$ cat config.mk
export PLATFORM = sky130hd
export DESIGN_NAME = base64_stream_decoder
export DESIGN_NICKNAME = d
export VERILOG_FILES = /design/src/design/b64d_pkg.sv /design/src/design/b64d_front.sv /design/src/design/b64d_queue.sv /design/src/design/b64d_back.sv /design/src/design/base64_stream_decoder.sv
export SDC_FILE = /design/constraint.sdc
export NUM_CORES = 1
export LEC_CHECK = 0
export ABC_AREA = 1
export CAP_MARGIN = 40
export CORE_UTILIZATION = 64
export CTS_CLUSTER_SIZE = 14
export DETAILED_ROUTE_END_ITERATION = 8
export DONT_BUFFER_PORTS = 1
export PLACE_DENSITY = 0.8
export SYNTH_ARGS = -nofsm -noshare
export SYNTH_HDL_FRONTEND = slang
export SYNTH_HIERARCHICAL = 1
export SYNTH_SLANG_ARGS = --single-unit
$ cat constraint.sdc
create_clock -name i_clk -period 4.4 [get_ports i_clk]
set_input_delay 0.22 -clock i_clk [delete_from_list [all_inputs] [get_ports i_clk]]
set_output_delay 0.22 -clock i_clk [all_outputs]
set_load 0.03 [all_outputs]
$ cat src/design/b64d_pkg.sv
// Shared constants, types and the character classifier of the base64 stream decoder.
package b64d_pkg;

    // Width of the per-message decoded byte counter (legal range 8 to 32).
    localparam int COUNT_WIDTH = 16;
    // Compare width: holds the counter plus three and the 16-bit output limit.
    localparam int CMP_W = ((COUNT_WIDTH > 16) ? COUNT_WIDTH : 16) + 1;
    localparam logic [CMP_W-1:0] COUNT_MAX_X = CMP_W'({COUNT_WIDTH{1'b1}});

    localparam int QUEUE_DEPTH = 4;
    localparam int QPTR_W = $clog2(QUEUE_DEPTH);

    localparam logic [15:0] OUTPUT_LIMIT_RESET = 16'hFFFF;

    localparam logic KIND_DATA = 1'b0;
    localparam logic KIND_REPORT = 1'b1;

    localparam logic [1:0] FILL_EMPTY = 2'd0;
    localparam logic [1:0] FILL_ONE = 2'd1;
    localparam logic [1:0] FILL_TWO = 2'd2;
    localparam logic [1:0] FILL_THREE = 2'd3;

    typedef struct packed {
        logic       is_sextet;
        logic       is_end;
        logic [5:0] sextet;
    } t_class;

    // One unit of work for the back end: up to three bytes plus an optional report.
    typedef struct packed {
        logic [2:0]       mask;
        logic [2:0][7:0]  bytes;
        logic             is_end;
        logic [15:0]      length;
        logic             err;
    } t_job;

    typedef struct packed {
        t_job head;
        logic empty;
        logic full;
    } t_qstat;

    function automatic t_class classify(input logic [7:0] c);
        t_class r;
        r.is_sextet = 1'b1;
        r.is_end    = 1'b0;
        r.sextet    = 6'd0;
        if (c >= 8'h41 && c <= 8'h5A) begin
            r.sextet = 6'(c - 8'h41);
        end else if (c >= 8'h61 && c <= 8'h7A) begin
            r.sextet = 6'(c - 8'h61 + 8'd26);
        end else if (c >= 8'h30 && c <= 8'h39) begin
            r.sextet = 6'(c - 8'h30 + 8'd52);
        end else if (c == 8'h2B) begin
            r.sextet = 6'd62;
        end else if (c == 8'h2F) begin
            r.sextet = 6'd63;
        end else if (c == 8'h3D || c == 8'h00) begin
            r.is_sextet = 1'b0;
            r.is_end    = 1'b1;
        end else begin
            r.is_sextet = 1'b0;
        end
        return r;
    endfunction

endpackage

$ cat src/design/b64d_front.sv
// Front end: classifies characters, collects sextets and builds output jobs.
module b64d_front import b64d_pkg::*; (
    input  logic        i_clk,
    input  logic        i_rst_n,
    input  logic        i_cfg_valid,
    output logic        o_cfg_ready,
    input  logic [15:0] i_cfg_data,
    input  logic        i_valid,
    output logic        o_ready,
    input  logic [7:0]  i_char,
    input  logic        i_full,
    output logic        o_push,
    output t_job        o_job
);

    logic [15:0]            r_output_limit;
    logic [17:0]            r_group;
    logic [1:0]             r_fill;
    logic [COUNT_WIDTH-1:0] r_count;

    t_class                 cls;
    logic                   accept;
    logic                   group_done;
    logic [1:0]             nbytes;
    logic [CMP_W-1:0]       count_x;
    logic [CMP_W-1:0]       limit_x;
    logic [CMP_W-1:0]       next_x;
    logic [CMP_W-1:0]       pos_x;
    logic [23:0]            word;
    logic [COUNT_WIDTH-1:0] n_count;
    logic [2:0]             job_mask;
    logic [2:0][7:0]        job_bytes;
    logic                   job_err;

    assign o_cfg_ready = 1'b1;
    assign o_ready     = !i_full;
    assign cls         = classify(i_char);
    assign accept      = i_valid && !i_full;
    assign group_done  = cls.is_sextet && (r_fill == FILL_THREE);
    assign word        = {r_group, cls.sextet};
    assign count_x     = CMP_W'(r_count);
    assign limit_x     = CMP_W'(r_output_limit);

    always_comb begin
        job_bytes = '0;
        nbytes    = 2'd0;
        job_err   = 1'b0;
        if (cls.is_end) begin
            case (r_fill)
                FILL_ONE: begin
                    job_err = 1'b1;
                end
                FILL_TWO: begin
                    nbytes       = 2'd1;
                    job_bytes[0] = r_group[11:4];
                end
                FILL_THREE: begin
                    nbytes       = 2'd2;
                    job_bytes[0] = r_group[17:10];
                    job_bytes[1] = r_group[9:2];
                end
                default: begin
                    nbytes = 2'd0;
                end
            endcase
        end else begin
            nbytes       = 2'd3;
            job_bytes[0] = word[23:16];
            job_bytes[1] = word[15:8];
            job_bytes[2] = word[7:0];
        end
    end

    // A byte is sent only while the count is neither saturated nor past the limit.
    always_comb begin
        job_mask = '0;
        for (int i = 0; i < 3; i++) begin
            pos_x = count_x + CMP_W'(i);
            job_mask[i] = (i < int'(nbytes)) && (pos_x < COUNT_MAX_X) && (pos_x < limit_x);
        end
    end

    always_comb begin
        next_x = count_x + CMP_W'(nbytes);
        if (next_x > COUNT_MAX_X) begin
            next_x = COUNT_MAX_X;
        end
        n_count = next_x[COUNT_WIDTH-1:0];
    end

    assign o_job  = {job_mask, job_bytes, cls.is_end, next_x[15:0], job_err};
    assign o_push = accept && (cls.is_end || (group_done && (job_mask != 3'b000)));

    always_ff @(posedge i_clk) begin
        if (!i_rst_n) begin
            r_output_limit <= OUTPUT_LIMIT_RESET;
        end else if (i_cfg_valid) begin
            r_output_limit <= i_cfg_data;
        end
    end

    always_ff @(posedge i_clk) begin
        if (!i_rst_n) begin
            r_group <= '0;
            r_fill  <= FILL_EMPTY;
            r_count <= '0;
        end else if (accept) begin
            if (cls.is_end) begin
                r_group <= '0;
                r_fill  <= FILL_EMPTY;
                r_count <= '0;
            end else if (group_done) begin
                r_group <= '0;
                r_fill  <= FILL_EMPTY;
                r_count <= n_count;
            end else if (cls.is_sextet) begin
                r_group <= {r_group[11:0], cls.sextet};
                r_fill  <= r_fill + 2'd1;
            end
        end
    end

endmodule

$ cat src/design/b64d_queue.sv
// Small job queue between the front end and the back end.
module b64d_queue import b64d_pkg::*; (
    input  logic   i_clk,
    input  logic   i_rst_n,
    input  logic   i_push,
    input  t_job   i_job,
    input  logic   i_pop,
    output t_qstat o_stat
);

    t_job              r_mem [QUEUE_DEPTH];
    logic [QPTR_W-1:0] r_wr;
    logic [QPTR_W-1:0] r_rd;
    logic [QPTR_W:0]   r_cnt;

    assign o_stat.head  = r_mem[r_rd];
    assign o_stat.empty = (r_cnt == '0);
    assign o_stat.full  = (r_cnt == (QPTR_W+1)'(QUEUE_DEPTH));

    always_ff @(posedge i_clk) begin
        if (i_push) begin
            r_mem[r_wr] <= i_job;
        end
    end

    always_ff @(posedge i_clk) begin
        if (!i_rst_n) begin
            r_wr  <= '0;
            r_rd  <= '0;
            r_cnt <= '0;
        end else begin
            if (i_push) begin
                r_wr <= r_wr + QPTR_W'(1);
            end
            if (i_pop) begin
                r_rd <= r_rd + QPTR_W'(1);
            end
            if (i_push && !i_pop) begin
                r_cnt <= r_cnt + (QPTR_W+1)'(1);
            end else if (!i_push && i_pop) begin
                r_cnt <= r_cnt - (QPTR_W+1)'(1);
            end
        end
    end

endmodule

$ cat src/design/b64d_back.sv
// Back end: serializes queued jobs into result items through an output register.
module b64d_back import b64d_pkg::*; (
    input  logic        i_clk,
    input  logic        i_rst_n,
    input  t_qstat      i_stat,
    output logic        o_pop,
    output logic        o_valid,
    input  logic        i_ready,
    output logic [31:0] o_data,
    output logic        o_last,
    output logic        o_user
);

    logic [2:0]  r_sent;
    logic        r_valid;
    logic [31:0] r_data;
    logic        r_last;
    logic        r_user;

    logic [2:0]  remaining;
    logic [2:0]  pick;
    logic        load;
    logic        item_last;
    logic [31:0] n_data;
    logic        n_user;

    assign remaining = i_stat.head.mask & ~r_sent;
    assign pick      = remaining & (~remaining + 3'd1);
    assign load      = !i_stat.empty && (!r_valid || i_ready);

    always_comb begin
        n_data    = '0;
        n_user    = KIND_DATA;
        item_last = 1'b0;
        if (remaining != 3'b000) begin
            case (pick)
                3'b001:  n_data[7:0] = i_stat.head.bytes[0];
                3'b010:  n_data[7:0] = i_stat.head.bytes[1];
                3'b100:  n_data[7:0] = i_stat.head.bytes[2];
                default: n_data[7:0] = 8'h00;
            endcase
            // The last data byte closes the job unless a report follows it.
            item_last = !i_stat.head.is_end && ((remaining & ~pick) == 3'b000);
        end else begin
            n_user       = KIND_REPORT;
            n_data[23:8] = i_stat.head.length;
            n_data[24]   = i_stat.head.err;
            item_last    = 1'b1;
        end
    end

    assign o_pop = load && item_last;

    always_ff @(posedge i_clk) begin
        if (!i_rst_n) begin
            r_valid <= 1'b0;
            r_sent  <= '0;
        end else begin
            if (load) begin
                r_valid <= 1'b1;
                r_sent  <= item_last ? 3'b000 : (r_sent | pick);
            end else if (i_ready) begin
                r_valid <= 1'b0;
            end
        end
    end

    always_ff @(posedge i_clk) begin
        if (load) begin
            r_data <= n_data;
            r_last <= item_last;
            r_user <= n_user;
        end
    end

    assign o_valid = r_valid;
    assign o_data  = r_data;
    assign o_last  = r_last;
    assign o_user  = r_user;

endmodule

$ cat src/design/base64_stream_decoder.sv
// Top level of the streaming base64 decoder.
//
// The slave channel takes one encoded character per item in s_axis_tdata[7:0].
// Alphabet characters fill groups of four sextets; every full group yields three
// data items. Other characters are skipped, except '=' and NUL, which close the
// message: any partial group is flushed and a report item (tuser high) carries
// the decoded length and the lone-sextet flag. tlast marks the final item that
// one character causes.
// The configuration channel writes the per-message output limit (reset 65535);
// bytes beyond it are counted but not sent. Write it only while the block is idle.
// Throughput: one character per cycle; the front end never waits on the output
// unless the four-entry job queue is full, and the back end sends one item per
// cycle through its output register while m_axis_tready is high. With the queue
// empty, an accepted character passes the job queue and the output register
// before m_axis_tvalid rises with its first result item.
// Reset clears the sextet group, the counter, the queue and the output valid flag.
// When the receiver holds m_axis_tready low, the output item holds, the queue
// fills, and s_axis_tready drops once four jobs are waiting.
module base64_stream_decoder import b64d_pkg::*; (
    input  logic        i_clk,
    input  logic        i_rst_n,
    input  logic        i_cfg_valid,
    output logic        o_cfg_ready,
    input  logic [15:0] i_cfg_data,
    input  logic        s_axis_tvalid,
    output logic        s_axis_tready,
    input  logic [7:0]  s_axis_tdata,  // [7:0] char_code
    output logic        m_axis_tvalid,
    input  logic        m_axis_tready,
    output logic [31:0] m_axis_tdata,  // [7:0] data_byte, [23:8] decoded_length,
                                       // [24] dangling_error, [31:25] zero
    output logic        m_axis_tlast,
    output logic        m_axis_tuser   // [0] kind
);

    t_job   job;
    logic   push;
    logic   pop;
    t_qstat qstat;

    b64d_front u_front (
        .i_clk       (i_clk),
        .i_rst_n     (i_rst_n),
        .i_cfg_valid (i_cfg_valid),
        .o_cfg_ready (o_cfg_ready),
        .i_cfg_data  (i_cfg_data),
        .i_valid     (s_axis_tvalid),
        .o_ready     (s_axis_tready),
        .i_char      (s_axis_tdata),
        .i_full      (qstat.full),
        .o_push      (push),
        .o_job       (job)
    );

    b64d_queue u_queue (
        .i_clk   (i_clk),
        .i_rst_n (i_rst_n),
        .i_push  (push),
        .i_job   (job),
        .i_pop   (pop),
        .o_stat  (qstat)
    );

    b64d_back u_back (
        .i_clk   (i_clk),
        .i_rst_n (i_rst_n),
        .i_stat  (qstat),
        .o_pop   (pop),
        .o_valid (m_axis_tvalid),
        .i_ready (m_axis_tready),
        .o_data  (m_axis_tdata),
        .o_last  (m_axis_tlast),
        .o_user  (m_axis_tuser)
    );

    // A report always closes the run of items caused by its character.
    assert property (@(posedge i_clk) disable iff (!i_rst_n)
        (m_axis_tvalid && m_axis_tuser) |-> m_axis_tlast)
        else $error("report item without tlast");

    // Data items carry no length and no error flag.
    assert property (@(posedge i_clk) disable iff (!i_rst_n)
        (m_axis_tvalid && !m_axis_tuser) |-> (m_axis_tdata[24:8] == 17'd0))
        else $error("data item with report fields set");

    // A report never carries a byte, and padding bits stay zero.
    assert property (@(posedge i_clk) disable iff (!i_rst_n)
        m_axis_tvalid |-> ((m_axis_tdata[31:25] == 7'd0)
                           && (!m_axis_tuser || m_axis_tdata[7:0] == 8'd0)))
        else $error("stray bits in output item");

    // The queue pops only entries that exist.
    assert property (@(posedge i_clk) disable iff (!i_rst_n)
        pop |-> !qstat.empty)
        else $error("pop from empty job queue");

endmodule
======== After elaboration in Yosys (flattened, before gate mapping) ========
Memories as Yosys holds them, arrays and structs flattened. A register that Yosys moved wholly into a read port is not among the register bits.
Index checks and enable logic that the tools add are counted.
cells by class
  order comparisons ....................... 16
  add/sub/neg operators ................... 14
  eq/ne operators ......................... 10
  mux-type cells .......................... 40
  bitwise gates (word level) .............. 7
  reduce and logical (&&, ||, !) cells .... 38
operator list
  operator                                                                             count
  16-bit 2-to-1 mux                                                                    4
  18-bit 2-to-1 mux                                                                    3
  17-bit by 16-bit less-than comparator with 1-bit output                              2
  17-bit by 16-bit less-than comparator with 1-bit output, second input constant       2
  6-bit 2-to-1 mux                                                                     5
  8-bit by 6-bit equality test with 1-bit output, second input constant                3
  8-bit case mux with 3 select lines                                                   1
  2-bit 2-to-1 mux                                                                     11
  1-bit logical AND                                                                    18
  16-bit by 1-bit adder with 17-bit output, second input constant                      1
  16-bit by 2-bit adder with 17-bit output                                             1
  16-bit by 2-bit adder with 17-bit output, second input constant                      1
  17-bit by 16-bit greater-than comparator with 1-bit output, second input constant    1
  8-bit by 7-bit greater-or-equal comparator with 1-bit output, second input constant  2
  8-bit by 7-bit less-or-equal comparator with 1-bit output, second input constant     2
  16-bit less-than comparator                                                          1
  16-bit less-than comparator, second input constant                                   1
  8-bit 2-to-1 mux                                                                     2
  8-bit case mux with 2 select lines                                                   1
  6-bit subtractor, second input constant                                              2
  3-bit AND                                                                            3
  1-bit 2-to-1 mux                                                                     9
  3-bit 2-to-1 mux                                                                     3
  3-bit inverter                                                                       3
  other kinds (24)                                                                     43
word-level totals
  memories kept ........................... 1
  bits in writable memories ............... 180
  flip-flop bits (word level) ............. 90
  word-level logic and storage cells ...... 139
  output and inout bits ................... 37
memory list
  name           words  bits a word  rd ports  clocked after memory_dff  wr ports  line              source
  u_queue.r_mem  4      45           1         1                         1         b64d_queue.sv:11  t_job r_mem [QUEUE_DEPTH];

======== Depth between registers and ports, before layout ========
  word-level depth ........................ 20
  gate-level depth with buffers ........... 31
  mapped depth without buffers ............ 31

======== Modules after synthesis ========
The synthesis kept the hierarchy.
modules (own cells, without submodules)
  module      instances  sequential area each (µm²)  area each (µm²)  cells each
  b64d_queue  1          5585.4                      7166.9           493
  b64d_front  1          1041.0                      5247.5           831
  b64d_back   1          890.9                       1455.1           150

======== Worst setup path before layout ========
No wires, ideal clock.
  kind .................................... flip-flop to flip-flop
  from .................................... reg u_front.r_count[0]
  to ...................................... mem u_queue/r_mem[0][0] (netlist name), enable pin
  path slack .............................. 0.748 ns
  cell stages (with the launch flop) ...... 24
  arrival time ............................ 3.252 ns
  setup time .............................. 0.399 ns
  cell sequence ........................... dfxtp_1 -> ha_1 -> inv_1 -> nor2_1 -> nand3_1 -> nand2_1 -> inv_1 -> ha_1 -> nand2_1 -> inv_1 -> nor2_1 -> o21a_1 -> nand2_1 -> nand2_1 -> nand2_1 -> nand2_1 -> nand2_1 -> nand2_1 -> nand2_1 -> nand3_1 -> nand2_1 -> inv_1 -> nand2_1 -> inv_1
on the way
  word-level cells in the longest chain between the ends .. 10
  elaborated cells between the ends (all ways) .. 20
  those cells by class .................... add/sub (2); order compare (6); mux (2); reduce/logical (10)
ends and longest elaborated chain
  what                                                                                                  line                         source
  start, declared                                                                                       b64d_front.sv:19             logic [COUNT_WIDTH-1:0] r_count;
  start signal, assigned                                                                                b64d_front.sv:115            r_count <= n_count;
  16-bit by 1-bit adder with 17-bit output or 16-bit by 2-bit adder with 17-bit output (tied branches)  b64d_front.sv:78             pos_x = count_x + CMP_W'(i);
  17-bit by 16-bit less-than comparator with 1-bit output                                               b64d_front.sv:79             job_mask[i] = (i < int'(nbytes)) && (pos_x < COUNT_MAX_X) && (pos_x < limit_x);
  1-bit logical AND (2 in a row)                                                                        b64d_front.sv:79
  3-bit nonzero test *                                                                                  b64d_front.sv:92             assign o_push = accept && (cls.is_end || (group_done && (job_mask != 3'b000)));
  1-bit logical AND *                                                                                   b64d_front.sv:92
  1-bit logical OR *                                                                                    b64d_front.sv:92
  1-bit logical AND *                                                                                   b64d_front.sv:92
  net push                                                                                              base64_stream_decoder.sv:37  logic push;
  1-bit 2-to-1 mux *                                                                                    b64d_queue.sv:21             if (i_push) begin
  1-bit 2-to-1 mux (implied by the code) *                                                              b64d_queue.sv:22             r_mem[r_wr] <= i_job;
  end, declared                                                                                         b64d_queue.sv:11
Mark *: on every way through the listed nets, which the timed path passes. The rest lies on a longest branch.

======== Worst setup path after layout ========
  from .................................... reg u_front.r_count[0]
  to ...................................... reg u_queue.r_cnt[2]
on the way
  word-level cells in the longest chain between the ends .. 11
  elaborated cells between the ends (all ways) .. 23
  those cells by class .................... add/sub (2); order compare (6); mux (1); reduce/logical (14)
ends and longest elaborated chain
  what                                                                                                  line                         source
  16-bit by 1-bit adder with 17-bit output or 16-bit by 2-bit adder with 17-bit output (tied branches)  b64d_front.sv:78
  17-bit by 16-bit less-than comparator with 1-bit output                                               b64d_front.sv:79
  1-bit logical AND (2 in a row)                                                                        b64d_front.sv:79
  3-bit nonzero test *                                                                                  b64d_front.sv:92
  1-bit logical AND *                                                                                   b64d_front.sv:92
  1-bit logical OR *                                                                                    b64d_front.sv:92
  1-bit logical AND *                                                                                   b64d_front.sv:92
  net push                                                                                              base64_stream_decoder.sv:37
  1-bit logical NOT                                                                                     b64d_queue.sv:40             end else if (!i_push && i_pop) begin
  1-bit logical AND                                                                                     b64d_queue.sv:40
  2-bit nonzero test (no line)                                                                          --
  end signal, assigned                                                                                  b64d_queue.sv:39             r_cnt <= r_cnt + (QPTR_W+1)'(1);
  end signal, assigned                                                                                  b64d_queue.sv:41             r_cnt <= r_cnt - (QPTR_W+1)'(1);
  end, declared                                                                                         b64d_queue.sv:14             logic [QPTR_W:0] r_cnt;
Marked as above.
A chain may end at the register's enable or synchronous reset.

==> results.py <==
metrics = {
    "logic_synthesis": {
        "synth_adder_area_share_pct": 6.42,
        "synth_edf_count": 207,
        "synthFlopType": "edfxtp_1",
        "synth-simple-area-share_pct": 18.5,
        "synth_commonest_cells": "nand2_1, edfxtp_1, nor2_1",
        "ys_seq_elements": 272,
        "syn_inst": 1474,
        "netlist_top_cells_area": "edfxtp_1, dfxtp_1, nand2_1, ha_1, nor2_1",
        "synth_top_area_share_pct": 44.8,
        "synthMuxAreaShare_pct": 0,
        "yosysMostFrequentCell": "nand2_1",
        "syn_area_um2": 13900,
        "syn_area_per_cell_um2": 9.41,
        "synth_area_leader_cell": "edfxtp_1",
        "synth-async-reset-ratio_pct": 0,
        "synth_compound_area_share_pct": 11.6,
        "ys_types": 47,
        "ys_seq_area_share_pct": 54.2,
        "synth_top_family_by_area": "simple AND/OR/NAND/NOR gates",
        "synth_xor_area_share_pct": 1.01,
        "yosysWarnings": 6,
    },
    "die": {
        "start_util_pct": 65.6,
        "top_level_ports": 66,
        "die_h_um": 149,
        "core_um2": 21200,
        "die_w_um": 149,
        "rows": 53,
        "die_area_um2": 22300,
    },
    "critical_path": {
        "startpoint_type": "flop",
        "critPathKind": "reg -> reg",
        "slowest_stage": "dfxtp_1",
        "critPathMaxStageDelay_ns": 0.52,
        "end_kind": "flop",
        "cp_common_cell": "nand2_1",
        "cp_max_fo": 8,
        "path_delay_family": "simple AND/OR/NAND/NOR gates",
        "cp.required_ns": 4.86,
        "crit_buf_inv": 6,
        "cp.arrival_ns": 4.41,
    },
    "detailed_routing": {
        "drt-initial-drc-count": 1024,
        "vias": 10400,
        "postRouteAntennaNets": 0,
        "drc": 0,
        "viasPerCell": 5.82,
        "drt-wirelength-per-cell_um": 17.4,
        "drtPass1Iterations": 5,
        "routed_wl_um": 30900,
    },
    "run": {
        "drv_cap": 0,
    },
    "sta": {
        "relSlewSlack_pct": 40.2,
        "final.min_clock_period_ns": 3.95,
        "rsz0062_at_grt": "no",
        "worst_clock_skew_ns": 0.0135,
        "maxSlewViolCount": 0,
        "setup_tns_ns": 0,
        "worst_pin_slew_ns": 0.894,
        "hold_viol_final": 0,
        "setup_viol": 0,
        "holdWs_ns": 0.0575,
        "fmaxAchievable_ghz": 0.253,
        "fin_crit_sh_pct": 89.9,
    },
    "place": {
        "port_buffers": 0,
        "dp_cells": 1707,
        "place_hpwl_um": 20600,
        "gp_congestion": 0.947,
        "place_area_um2": 13900,
    },
    "finish": {
        "stdcell_area_um2": 15200,
        "n_fill_cell": 1479,
        "n_antenna_cell": 0,
        "final_cells": 1780,
        "layout.nets": 1582,
        "area_growth_syn_to_layout_pct": 9.74,
        "drive_gt1_share_pct": 9.10,
    },
    "cts": {
        "cts_tree": "done",
        "numCtsBuffers": 28,
        "root_buffer": "clkbuf_16",
        "cts.reportedPaths.clkPinSlew_ns": 0.06,
        "cts_buffer_depth": 3,
        "clock_latency_ns": 0.56,
        "clock_sinks": 272,
        "h-tree-depth": 1,
    },
    "outcome": {
        "outcome": "finished, final reports clean",
    },
    "pwr": {
        "p_per_area_nw_per_um2": 371,
        "finalPower_w": 0.00565,
        "ir_worst_vdd_mv": 0.311,
        "p_leak_nw": 6.09,
    },
    "global_routing": {
        "grt_pass1_wl_um": 49600,
        "antenna_found_initial": 0,
        "grt-ovfl-total": 0,
        "grt_usage_pct": 28.4,
        "grt_pass1_vias": 9770,
        "grt_max_degree": 65,
    },
    "worst_hold_path": {
        "min_path_type": "in -> reg",
    },
}
==> registers in the layout, indices dropped and copies added (netlist names), named ones only <==
name / cells
u_queue/r_wr: 2
u_front/r_output_limit: 16
u_front/r_group: 18
u_back/o_last: 1
u_back/o_user: 1
u_queue/r_mem: 180
u_back/r_sent: 3
u_front/r_fill: 2
u_back/o_valid: 1
u_front/r_count: 16
u_back/o_data: 25
u_queue/r_cnt: 3
u_queue/r_rd: 2
==> cell type report <==
| cell class | instances | area, µm² | area share [%] |
|---|---|---|---|
| clock buffer | 36 | 793 | 5.21 |
| multi-input combinational | 971 | 5230 | 34.4 |
| timing repair buffer | 37 | 400 | 2.63 |
| tap | 275 | 344 | 2.26 |
| inverter | 173 | 664 | 4.36 |
| clock inverter | 16 | 269 | 1.77 |
| sequential | 272 | 7520 | 49.4 |
==> tightest hold or removal path, stage by stage <==
cell and delay (ns):
clkinv_1 0.24, a21oi_1 0.06, o21ai_0 0.06
==> power by group <==
| part | internal [W] | switching [W] | total [W] |
|---|---|---|---|
| Sequential | 0.00276 | 0.0000147 | 0.00278 |
| Combinational | 0.0000676 | 0.000151 | 0.000219 |
| Clock | 0.00164 | 0.00101 | 0.00265 |
| Total | 0.00447 | 0.00118 | 0.00565 |
==> worst paths after layout <==
path	from	end	slack, ns	cells after the start
setup / recovery	u_front/r_count[0]	u_queue/r_cnt[2]	0.45	29
hold / removal	i_rst_n	u_front/r_output_limit[15]	0.06	3
setup reg to reg	u_front/r_count[0]	u_queue/r_cnt[2]	0.45	29
hold reg to reg	u_front/r_group[16]	u_front/r_group[16]	0.46	2
==> per-stage QoR <==
stage / util (%) / setup slack, ns
finish: 72.0 / 0.446
global route: 72.0 / 0.147
CTS: 72.0 / 0.498
detailed placement: 65.9 / 0.530
global placement: 65.8 / 0.694
floorplan: - / 0.748
==> per-layer routing <==
metal | global-route usage [%] | wire (µm) | vias up
li1 | - | - | 5016
met2 | 44.7 | 14100 | 456
met4 | 8.27 | 579 | 0
met5 | 0 | 0 | -
met3 | 3.67 | 2310 | 54
met1 | 41.3 | 13900 | 4828
==> cell families (layout without fill, tap and decap cells) <==
family / after synthesis / after routing
AO/OA/AOI/OAI: 291 / 291
XOR/XNOR: 16 / 16
adder cells (fa/ha/maj): 70 / 70
buffers and inverters: 237 / 262
flip-flops: 272 / 272
other: 2 / 8
AND/OR/NAND/NOR: 586 / 586
==> cells in the final DEF, fill, tap and decap left out, types with 9 or more instances in the layout <==
master	Yosys	layout
nand2_1	265	265
edfxtp_1	207	207
nor2_1	176	176
inv_1	158	154
a21oi_1	77	77
o21ai_1	75	75
o21ai_0	70	70
ha_1	68	68
dfxtp_1	65	64
nand3_1	60	60
o22ai_1	47	47
nand4_1	34	34
clkbuf_16	0	30
dlygate4sd3_1	0	21
xor2_1	16	16
nand2_2	15	15
inv_2	9	13
buf_4	17	11
nor3_1	10	10
a21oi_2	10	10
nor2_2	9	9
==> repair_timing <==
action	4_1_cts	5_1_grt
endpoints found under the setup margin	0	0
resized for setup	0	0
hold buffers	21	0
hold endpoints to repair	32	0
setup buffers	0	0
No activity file was read; power rests on OpenSTA's default activity.
